**src/rtl/core/assert_macros.svh**
```systemverilog
// concurrent assertion helpers, clocked on clk with active-low reset
`ifndef ASSERT_MACROS_SVH
`define ASSERT_MACROS_SVH

// overlapping implication
`define ASSERT_IMPL(label, ante, cons, msg) \
    label: assert property (@(posedge clk) disable iff (!rst_n) (ante) |-> (cons)) \
        else $error(msg);

// implication into the next cycle
`define ASSERT_NEXT(label, ante, cons, msg) \
    label: assert property (@(posedge clk) disable iff (!rst_n) (ante) |=> (cons)) \
        else $error(msg);

`endif

```
**src/rtl/core/mscd_pkg.sv**
```systemverilog
package mscd_pkg;

    localparam int CS_DEPTH = 512;
    localparam int CS_AW    = 9;

    typedef enum logic [1:0] {
        REQ_STEP   = 2'd0,
        REQ_WR_BYTE = 2'd1,
        REQ_RD_BYTE = 2'd2,
        REQ_WR_CS   = 2'd3
    } req_kind_t;

    typedef enum logic [2:0] {
        S_IDLE = 3'b001,
        S_EXEC = 3'b010,
        S_MEM  = 3'b100
    } state_t;

    // microword layout, msb first
    typedef struct packed {
        logic [8:0] next_addr;
        logic [2:0] jump;
        logic [1:0] shift;
        logic [5:0] alu_op;
        logic [8:0] cmask;
        logic [2:0] memop;
        logic [3:0] bsel;
    } mir_t;

    typedef struct packed {
        logic [31:0] mar;
        logic [31:0] mdr;
        logic [31:0] pc;
        logic [7:0]  mbr;
        logic [31:0] sp;
        logic [31:0] lv;
        logic [31:0] cpp;
        logic [31:0] tos;
        logic [31:0] opc;
        logic [31:0] h;
    } regfile_t;

    typedef struct packed {
        logic       rd_en;
        logic [3:0] wr_be;
    } mem_ctrl_t;

    localparam logic [3:0] B_MDR  = 4'd0;
    localparam logic [3:0] B_PC   = 4'd1;
    localparam logic [3:0] B_MBR  = 4'd2;
    localparam logic [3:0] B_MBRU = 4'd3;
    localparam logic [3:0] B_SP   = 4'd4;
    localparam logic [3:0] B_LV   = 4'd5;
    localparam logic [3:0] B_CPP  = 4'd6;
    localparam logic [3:0] B_TOS  = 4'd7;
    localparam logic [3:0] B_OPC  = 4'd8;

    localparam logic [5:0] ALU_H_AND_B  = 6'd12;
    localparam logic [5:0] ALU_ONE      = 6'd17;
    localparam logic [5:0] ALU_ONES     = 6'd18;
    localparam logic [5:0] ALU_B        = 6'd20;
    localparam logic [5:0] ALU_H        = 6'd24;
    localparam logic [5:0] ALU_NOT_H    = 6'd26;
    localparam logic [5:0] ALU_H_OR_B   = 6'd28;
    localparam logic [5:0] ALU_NOT_B    = 6'd44;
    localparam logic [5:0] ALU_B_INC    = 6'd53;
    localparam logic [5:0] ALU_B_DEC    = 6'd54;
    localparam logic [5:0] ALU_H_INC    = 6'd57;
    localparam logic [5:0] ALU_NEG_H    = 6'd59;
    localparam logic [5:0] ALU_H_ADD_B  = 6'd60;
    localparam logic [5:0] ALU_H_ADD_B1 = 6'd61;
    localparam logic [5:0] ALU_B_SUB_H  = 6'd63;

    localparam logic [1:0] SH_LEFT8  = 2'd1;
    localparam logic [1:0] SH_RIGHT1 = 2'd2;

    localparam int CM_MAR = 0;
    localparam int CM_MDR = 1;
    localparam int CM_PC  = 2;
    localparam int CM_SP  = 3;
    localparam int CM_LV  = 4;
    localparam int CM_CPP = 5;
    localparam int CM_TOS = 6;
    localparam int CM_OPC = 7;
    localparam int CM_H   = 8;

    localparam int MO_FETCH = 0;
    localparam int MO_READ  = 1;
    localparam int MO_WRITE = 2;

    localparam int JMP_Z   = 0;
    localparam int JMP_NZ  = 1;
    localparam int JMP_MBR = 2;

endpackage

```
**src/rtl/core/mscd_alu.sv**
```systemverilog
module mscd_alu (
    input  mscd_pkg::regfile_t regs,
    input  logic [3:0]         bsel,
    input  logic [5:0]         op,
    input  logic [31:0]        prev,
    output logic [31:0]        result
);
    import mscd_pkg::*;

    logic [31:0] b_val;
    logic [31:0] h_val;

    assign h_val = regs.h;

    always_comb
    begin
        case (bsel)
            B_MDR:   b_val = regs.mdr;
            B_PC:    b_val = regs.pc;
            B_MBR:   b_val = {{24{regs.mbr[7]}}, regs.mbr};
            B_MBRU:  b_val = {24'd0, regs.mbr};
            B_SP:    b_val = regs.sp;
            B_LV:    b_val = regs.lv;
            B_CPP:   b_val = regs.cpp;
            B_TOS:   b_val = regs.tos;
            B_OPC:   b_val = regs.opc;
            default: b_val = 32'hFFFF_FFFF;
        endcase
    end

    always_comb
    begin
        case (op)
            ALU_H_AND_B:  result = h_val & b_val;
            ALU_ONE:      result = 32'd1;
            ALU_ONES:     result = 32'hFFFF_FFFF;
            ALU_B:        result = b_val;
            ALU_H:        result = h_val;
            ALU_NOT_H:    result = ~h_val;
            ALU_H_OR_B:   result = h_val | b_val;
            ALU_NOT_B:    result = ~b_val;
            ALU_B_INC:    result = b_val + 32'd1;
            ALU_B_DEC:    result = b_val - 32'd1;
            ALU_H_INC:    result = h_val + 32'd1;
            ALU_NEG_H:    result = 32'd0 - h_val;
            ALU_H_ADD_B:  result = h_val + b_val;
            ALU_H_ADD_B1: result = h_val + b_val + 32'd1;
            ALU_B_SUB_H:  result = b_val - h_val;
            // unlisted op keeps the previous c value
            default:      result = prev;
        endcase
    end
endmodule

```
**config.mk**
```make
export PLATFORM = sky130hd
export DESIGN_NAME = mscd_alu
export DESIGN_NICKNAME = d
export VERILOG_FILES = /design/src/rtl/core/assert_macros.svh /design/src/rtl/core/mscd_pkg.sv /design/src/rtl/core/mscd_alu.sv
export SDC_FILE = /design/constraint.sdc
export NUM_CORES = 1
export LEC_CHECK = 0
export ABC_CLOCK_PERIOD_IN_PS = 28700
export CAP_MARGIN = 10
export CORE_AREA = 2 2 142 144
export DETAILED_ROUTE_END_ITERATION = 16
export DIE_AREA = 0 0 144 146
export DONT_BUFFER_PORTS = 1
export PLACE_DENSITY = 0.73
export SLEW_MARGIN = 30
export SYNTH_ARGS = -nofsm -noshare
export SYNTH_HDL_FRONTEND = slang
export SYNTH_SLANG_ARGS = --single-unit
```
**constraint.sdc**
```tcl
create_clock -name vclk -period 28.7
set_input_delay 7.175 -clock vclk [all_inputs]
set_output_delay 7.175 -clock vclk [all_outputs]
set_load 0.02 [all_outputs]
```
**Word-level counts from Yosys, hierarchy flattened**

Index checks and enable logic that the tools add are counted.
Widths: inputs -> output; s select.

- Add/sub/neg operators: 7
- Eq/ne operators: 23
- Muxes and demuxes: 2
- Bitwise logic cells: 4
- Reductions and logical operators: 1

Operator list:

| cell | number |
|---|---|
| $pmux 32 s15 | 1 |
| $pmux 32 s9 | 1 |
| $add 32x1->32 const B | 3 |
| $not 32->32 | 2 |
| $eq 6x6->1 const B | 8 |
| $eq 6x5->1 const B | 6 |
| $add 32x32->32 | 1 |
| $and 32x32->32 | 1 |
| $or 32x32->32 | 1 |
| $sub 1x32->32 const A | 1 |
| $sub 32x1->32 const B | 1 |
| $sub 32x32->32 | 1 |
| $eq 4x3->1 const B | 4 |
| $eq 4x2->1 const B | 2 |
| $eq 6x4->1 const B | 1 |
| $eq 4x1->1 const B | 1 |
| $eq 4x4->1 const B | 1 |
| $logic_not 4->1 | 1 |

- Register bits: 0
- Input bits: 338
- Output and inout port bits: 32
- Word-level logic and storage cells: 37

**Logic depth before layout (Yosys ltp)**

Gate-level depths: netlist (run 1).

- Word-level depth: 5
- Gate-level depth with buffers: 23
- Mapped depth without buffers: 19

**Worst setup path before layout (run 1)**

No wires, ideal clock.

- Path type: input -> output
- Start point: input bsel[0]
- End point: output result[30]
- Data arrival time: 12.873 ns
- Required time: 21.525 ns
- Setup slack: 8.652 ns
- Stages on the path: 22
- Path buffers: 4
- Cells stage by stage: clkbuf_1 buf_1 clkbuf_1 clkbuf_1 nor2_1 a21oi_1 a21oi_1 a221oi_1 o21ai_0 ha_1 fa_1 a211oi_1 o21ai_2 a31oi_1 xor2_1 o41ai_1 nand3_1 or4_4 nor4_4 and4b_1 a2111oi_2 a21oi_1

- Cells in the longest elaborated chain, start to end: 5
- Elaborated cells on any way between the ends: 19
- Those cells by class: add/sub: 5; eq/ne: 8; mux: 2; bitwise: 3; reduce/logical: 1

Ends and longest elaborated chain:

| what | RTL line | source |
|---|---|---|
| start, declared | mscd_alu.sv:3 | `input logic [3:0] bsel,` |
| $eq 4x4->1 (tied with other cells) | mscd_alu.sv:17 | `case (bsel)` |
| $pmux 32 s9 (*) | mscd_alu.sv:17 |  |
| $add 32x32->32 | mscd_alu.sv:46, mscd_alu.sv:47 |  |
| $add 32x1->32 | mscd_alu.sv:47 | `ALU_H_ADD_B1: result = h_val + b_val + 32'd1;` |
| $pmux 32 s15 (*) | mscd_alu.sv:33 | `case (op)` |
| end, declared | mscd_alu.sv:6 | `output logic [31:0] result` |

Mark *: on every way between the ends. The rest lies on a longest branch, timed or not.

**Final worst setup path (run 1)**

Ends and elaborated chain as after synthesis.

==> results of run 1 <==
-- layer usage --
| metal | wire (microns) | share of wire, % | GRT usage [%] |
|---|---|---|---|
| met1 | 17500 | 36 | 53.26 |
| met2 | 19420 | 40 | 61.67 |
| met3 | 7577 | 16 | 17.14 |
| met4 | 3748 | 7.8 | 27.60 |
| met5 | 57 | 0.12 | 0 |
-- power by group through the flow --
stage	Clock, uW	Combinational, uW	Sequential, uW
after floorplan	0	163	0
after global placement	0	201	0
after detailed placement	0	204	0
after CTS	0	205	0
after global routing	0.0000608	228	0
final	0.0000752	212	0
-- critical path: stages --
cell,delay (ns)
sky130_fd_sc_hd__nor2b_1,0.68
sky130_fd_sc_hd__buf_4,0.33
sky130_fd_sc_hd__and2_1,0.49
sky130_fd_sc_hd__a22oi_1,0.17
sky130_fd_sc_hd__o21ai_0,0.34
sky130_fd_sc_hd__inv_1,0.18
sky130_fd_sc_hd__ha_1,0.35
sky130_fd_sc_hd__a211oi_2,0.39
sky130_fd_sc_hd__nor2_1,0.11
sky130_fd_sc_hd__xor2_1,0.37
sky130_fd_sc_hd__a41oi_2,0.26
sky130_fd_sc_hd__nor3_1,0.48
sky130_fd_sc_hd__nand3_1,0.38
sky130_fd_sc_hd__or4_4,0.63
sky130_fd_sc_hd__nor4_4,0.42
sky130_fd_sc_hd__and4b_1,0.28
sky130_fd_sc_hd__a2111oi_2,0.06
sky130_fd_sc_hd__a21oi_1,0.51
-- through the flow --
| stage | instances | worst slack [ns] | instance area (sq um) | hold slack, ns | power, uW |
|---|---|---|---|---|---|
| 6_report | 1797 | 7.880 | 10440 | 14.53 | 212.4 |
| 5_1_grt | 1794 | 7.639 | 10430 | 14.54 | 228.3 |
| 4_1_cts | 1781 | 8.233 | 10400 | 14.53 | 204.7 |
| 3_5_place_dp | 1781 | 8.241 | 10400 | 14.53 | 203.6 |
| 3_3_place_gp | 1781 | 8.212 | 10390 | 14.53 | 200.6 |
| 2_1_floorplan | 1616 | 8.652 | 10370 | 14.53 | 162.8 |
-- worst min-delay path by stage --
stage / from / to / slack (ns) / cells after the start
3_3_place_gp: prev[24] / result[24] / 14.53 / 2
5_1_grt: prev[1] / result[1] / 14.54 / 2
3_5_place_dp: prev[21] / result[21] / 14.53 / 2
2_1_floorplan: prev[10] / result[10] / 14.53 / 2
4_1_cts: prev[24] / result[24] / 14.53 / 2
6_report: prev[24] / result[24] / 14.53 / 2
-- cell families (layout without fill, tap and decap cells) --
group | count (synthesis) | after routing | share of synthesized area (%)
multiplexers | 71 | 71 | 9.062
XOR/XNOR | 94 | 94 | 7.940
AO/OA/AOI/OAI | 572 | 572 | 36.97
AND/OR/NAND/NOR | 584 | 584 | 26.67
buffers and inverters | 196 | 96 | 7.264
adder cells (fa/ha/maj) | 99 | 99 | 12.09
other | 0 | 16 | 0
-- placed cells by master, fill, tap and decap left out, types with 11 or more instances in the layout --
cell and instances:
sky130_fd_sc_hd__a2111oi_0 14, sky130_fd_sc_hd__a211oi_1 28, sky130_fd_sc_hd__a21o_1 33, sky130_fd_sc_hd__a21oi_1 128, sky130_fd_sc_hd__a221oi_1 27, sky130_fd_sc_hd__a22oi_1 22
sky130_fd_sc_hd__a31oi_1 17, sky130_fd_sc_hd__and2_1 15, sky130_fd_sc_hd__and3_1 16, sky130_fd_sc_hd__buf_4 14, sky130_fd_sc_hd__diode_2 16, sky130_fd_sc_hd__ha_1 97
sky130_fd_sc_hd__inv_1 82, sky130_fd_sc_hd__mux2_2 12, sky130_fd_sc_hd__mux2i_1 41, sky130_fd_sc_hd__mux4_2 17, sky130_fd_sc_hd__nand2_1 216, sky130_fd_sc_hd__nand2b_1 14
sky130_fd_sc_hd__nand3_1 41, sky130_fd_sc_hd__nand4_1 21, sky130_fd_sc_hd__nor2_1 148, sky130_fd_sc_hd__nor2b_1 11, sky130_fd_sc_hd__nor3_1 32, sky130_fd_sc_hd__nor4_1 13
sky130_fd_sc_hd__o2111ai_1 22, sky130_fd_sc_hd__o211ai_1 25, sky130_fd_sc_hd__o21ai_0 143, sky130_fd_sc_hd__o221ai_1 16, sky130_fd_sc_hd__or3_1 12, sky130_fd_sc_hd__xnor2_1 57
sky130_fd_sc_hd__xor2_1 37
-- area by class of cell --
class | instances | area [sq um]
tap | 265 | 331.6
timing repair buffer | 14 | 105.1
antenna | 16 | 40.04
multi-input combinational | 1420 | 9652
fill | 1978 | 8899
inverter | 82 | 307.8
==> impl_metrics.env, run 1 <==
export IMPL_outcome="complete, no violations"
export IMPL_placementRows=51
export IMPL_number_of_detailed_routing_iterations_run_before_antenna_repair=7
export IMPL_layout_area_seq_sq_um=0
export IMPL_drt_initial_drc_count=1778
export IMPL_drv_slew=0
export IMPL_finalNetCount=1955
export IMPL_cell_internal_pwr_uw=74.34
export IMPL_vdd_ir_drop_worst_v=0.000009529
export IMPL_grt_pass1_wl_microns=70400
export IMPL_rsz_0062_raised_after_global_routing="false"
export IMPL_critical_path_max_fanout=61
export IMPL_ys_warn_count=0
export IMPL_clock_power_share_pct=0
export IMPL_start_util_pct=53.63
export IMPL_pwr_share_seq_pct=0
export IMPL_finalCoreUtilization_pct=53.98
export IMPL_switching_fraction_pct=65.00
export IMPL_vias=13203
export IMPL_top_level_ports=370
export IMPL_post_cts_setup_buffer_count=0
export IMPL_p_leak_uw=0.004263
export IMPL_maxSlewHeadroom_pct=26.89
export IMPL_drt_wl_total_microns=48300
export IMPL_path_class="in -> out"
export IMPL_cts_resized=0
export IMPL_pwr_density_cell_nw_per_um2=20.35
export IMPL_timing_hold_violations_final=0
export IMPL_post_synth_main_area_contributors="sky130_fd_sc_hd__ha_1 (12%), sky130_fd_sc_hd__nand2_1 (7.9%), sky130_fd_sc_hd__o21ai_0 (7.0%), sky130_fd_sc_hd__a21oi_1 (6.2%), sky130_fd_sc_hd__nor2_1 (5.5%)"
export IMPL_place_hpwl_microns=37690
export IMPL_crit_arrival_ns=13.64
export IMPL_clkbuf_count=0
export IMPL_net_switching_power_uw=138.1
export IMPL_track_usage_pct=43.13
export IMPL_die_h_microns=146
export IMPL_largest_net_degree_at_the_start_of_global_routing=62
export IMPL_final_min_period_over_clock_period_pct=72.54
export IMPL_critical_path_startpoint_type="primary input"
export IMPL_synth_top_cells_by_count="sky130_fd_sc_hd__nand2_1 (218), sky130_fd_sc_hd__nor2_1 (151), sky130_fd_sc_hd__o21ai_0 (144)"
export IMPL_synth_largest_area_cell="sky130_fd_sc_hd__ha_1"
export IMPL_place_gp_congestion=1.070
export IMPL_setup_worst_path_end_class="output pin"
export IMPL_timing_worst_slew_pin_value_ns=1.097
export IMPL_cts_hold_buffers_added=0
export IMPL_netlist_area_sq_um=10370
export IMPL_yosys_area_top_type_share_pct=11.71
export IMPL_grt_overflow_total=0
export IMPL_antenna_left=0
export IMPL_seq_cells=0
export IMPL_yosys_cell_types_count=89
export IMPL_worstSetupEndpoint="result[30]"
export IMPL_timing_critical_path_from="bsel[0]"
export IMPL_cp_required_ns=21.52
export IMPL_vias_in_the_first_global_route=11875
export IMPL_timing_hold_worst_class="in -> out"
export IMPL_synthMostInstantiatedCell="sky130_fd_sc_hd__nand2_1"
export IMPL_synth_cells=1616
export IMPL_postSynthAreaPerCell_sq_um=6.416
export IMPL_cap_violations=0
export IMPL_io_buffer_count=0
export IMPL_dieWidth_microns=144
export IMPL_fin_crit_ns=20.82
export IMPL_max_freq_mhz=48.03
export IMPL_pwr_share_comb_pct=100.0
export IMPL_viasPerCell=7.347
export IMPL_dieArea_sq_um=21020
export IMPL_floorplan_core_area_sq_um=19330
export IMPL_grt_antenna_before_repair=20
export IMPL_residual_drc_count=0
export IMPL_setup_violations=0
export IMPL_ys_seq_area_share_pct=0
export IMPL_layout_cell_share_with_drive_strength_beyond_1_pct=5.607
export IMPL_syn_nets=2053
export IMPL_wl_per_cell_microns=26.88
export IMPL_fin_setup_tns_ns=0
export IMPL_areaGrowthSynthToFinish_pct=0.6520
Power figures use the tool's default switching activity.
==> run 2: changes to the inputs <==
- ABC_CLOCK_PERIOD_IN_PS: 28700 -> 17600
- PLACE_DENSITY: 0.73 -> 0.75
- clock period: 28.7 -> 17.6 ns (I/O delays scaled with it)
==> impl_metrics.env, run 2 (synthesized netlist as in run 1, its figures left out) <==
export IMPL_track_usage_pct=42.76
export IMPL_final_common_cell="sky130_fd_sc_hd__nand2_1"
export IMPL_timing_critical_path_cells="inv_1 > nor2_2 > and2_1 > a222oi_1 > nand3_1 > inv_1 > ha_1 > a21oi_1 > o21ai_0 > a21oi_1 > a21oi_1 > o41ai_1 > o2111ai_1 > or4b_1 > nor3b_4 > a21oi_1 > nand3b_1 > a21oi_1"
export IMPL_start_util_pct=53.63
export IMPL_vias=13003
export IMPL_post_cts_setup_buffer_count=0
export IMPL_finalNetCount=1957
export IMPL_timing_worst_slew_pin_value_ns=1.046
export IMPL_layout_cells_most_common_list="sky130_fd_sc_hd__nand2_1 (216), sky130_fd_sc_hd__nor2_1 (148), sky130_fd_sc_hd__o21ai_0 (143)"
export IMPL_timing_hold_worst_class="in -> out"
export IMPL_source_of_the_worst_hold_timing_path="prev[12]"
export IMPL_p_total_uw=343.3
export IMPL_vdd_ir_drop_worst_v=0.00001565
export IMPL_layout_area_seq_sq_um=0
export IMPL_grt_antenna_before_repair=16
export IMPL_dieWidth_microns=144
export IMPL_max_freq_mhz=67.72
export IMPL_pwr_density_cell_nw_per_um2=32.88
export IMPL_fin_setup_tns_ns=0
export IMPL_placementRows=51
export IMPL_cp_num_cells=18
export IMPL_worst_path_bufs_invs=2
export IMPL_timing_hold_violations_final=0
export IMPL_viasPerCell=7.236
export IMPL_critical_path_most_common_cell="sky130_fd_sc_hd__a21oi_1"
export IMPL_cts_hold_buffers_added=0
export IMPL_wl_per_cell_microns=26.60
export IMPL_p_leak_uw=0.004270
export IMPL_critical_path_slowest_cell="sky130_fd_sc_hd__or4b_1"
export IMPL_fin_crit_ns=14.77
export IMPL_layout_cell_share_with_drive_strength_beyond_1_pct=5.731
export IMPL_antenna_left=0
export IMPL_maxSlewHeadroom_pct=30.23
export IMPL_critical_path_max_fanout=19
export IMPL_floorplan_core_area_sq_um=19330
export IMPL_worst_path_largest_cell_delay_ns=0.79
export IMPL_cp_required_ns=13.20
export IMPL_crit_arrival_ns=10.37
export IMPL_grt_overflow_total=0
export IMPL_post_dp_cell_area_sq_um=10400
export IMPL_critical_path_startpoint_type="primary input"
export IMPL_die_h_microns=146
export IMPL_number_of_detailed_routing_iterations_run_before_antenna_repair=8
export IMPL_seq_cells=0
export IMPL_io_buffer_count=0
export IMPL_final_area_sq_um=10440
export IMPL_grt_pass1_wl_microns=69810
export IMPL_drt_wl_total_microns=47800
export IMPL_largest_net_degree_at_the_start_of_global_routing=62
export IMPL_residual_drc_count=0
export IMPL_outcome="complete, no violations"
export IMPL_setup_worst_path_end_class="output pin"
export IMPL_drv_slew=0
export IMPL_cts_resized=0
export IMPL_critPathTopFamily="simple AND/OR/NAND/NOR gates"
export IMPL_cap_violations=0
export IMPL_setup_violations=0
export IMPL_top_level_ports=370
export IMPL_filler_cell_count=1996
export IMPL_dieArea_sq_um=21020
export IMPL_place_hpwl_microns=37570
export IMPL_clkbuf_count=0
export IMPL_areaGrowthSynthToFinish_pct=0.6877
export IMPL_whs_path_depth=2
export IMPL_vias_in_the_first_global_route=11588
export IMPL_rsz_0062_raised_after_global_routing="false"
export IMPL_path_class="in -> out"
export IMPL_drt_initial_drc_count=1749
export IMPL_final_min_period_over_clock_period_pct=83.90
export IMPL_place_gp_congestion=1.085
export IMPL_timing_critical_path_from="bsel[2]"
==> run 2: metal layers <==
layer | vias to the layer above | wire, microns | global-route usage (%)
li1 | 5845 | - | -
met1 | 6002 | 17960 | 55.54
met2 | 967 | 19680 | 63.74
met3 | 177 | 7161 | 13.13
met4 | 12 | 2932 | 21.03
met5 | - | 76 | 0
==> run 2: power by group <==
part / switching, uW / total (uW) / internal (uW) / leakage, uW
clock: 0 / 0.000107 / 0.000107 / 0.0000000887
sequential: 0 / 0 / 0 / 0
combinational: 222 / 343 / 121 / 0.00427
total: 222 / 343 / 121 / 0.00427
==> run 2: cell type report <==
cell class / instances / area [sq um] / share of cell area [%]
diodes: 14 / 35.03 / 0.3356
multi-input cells: 1420 / 9646 / 92.39
well taps: 265 / 331.6 / 3.176
repair buffers: 16 / 120.1 / 1.151
inverters: 82 / 307.8 / 2.948
==> run 2: path summary, 6_finish.rpt <==
path                endpoint  slack [ns]
hold / removal    result[12]        8.98
setup / recovery  result[29]        2.83
==> run 2: through the flow <==
step,setup slack [ns],utilization [%],hold slack (ns),cells
final,2.833,54.00,8.983,1797
after global routing,2.590,53.93,8.994,1792
after CTS,3.077,53.81,8.984,1783
after detailed placement,3.114,53.81,8.985,1783
after global placement,3.195,53.78,8.983,1783
after floorplan,3.102,-,8.978,1616
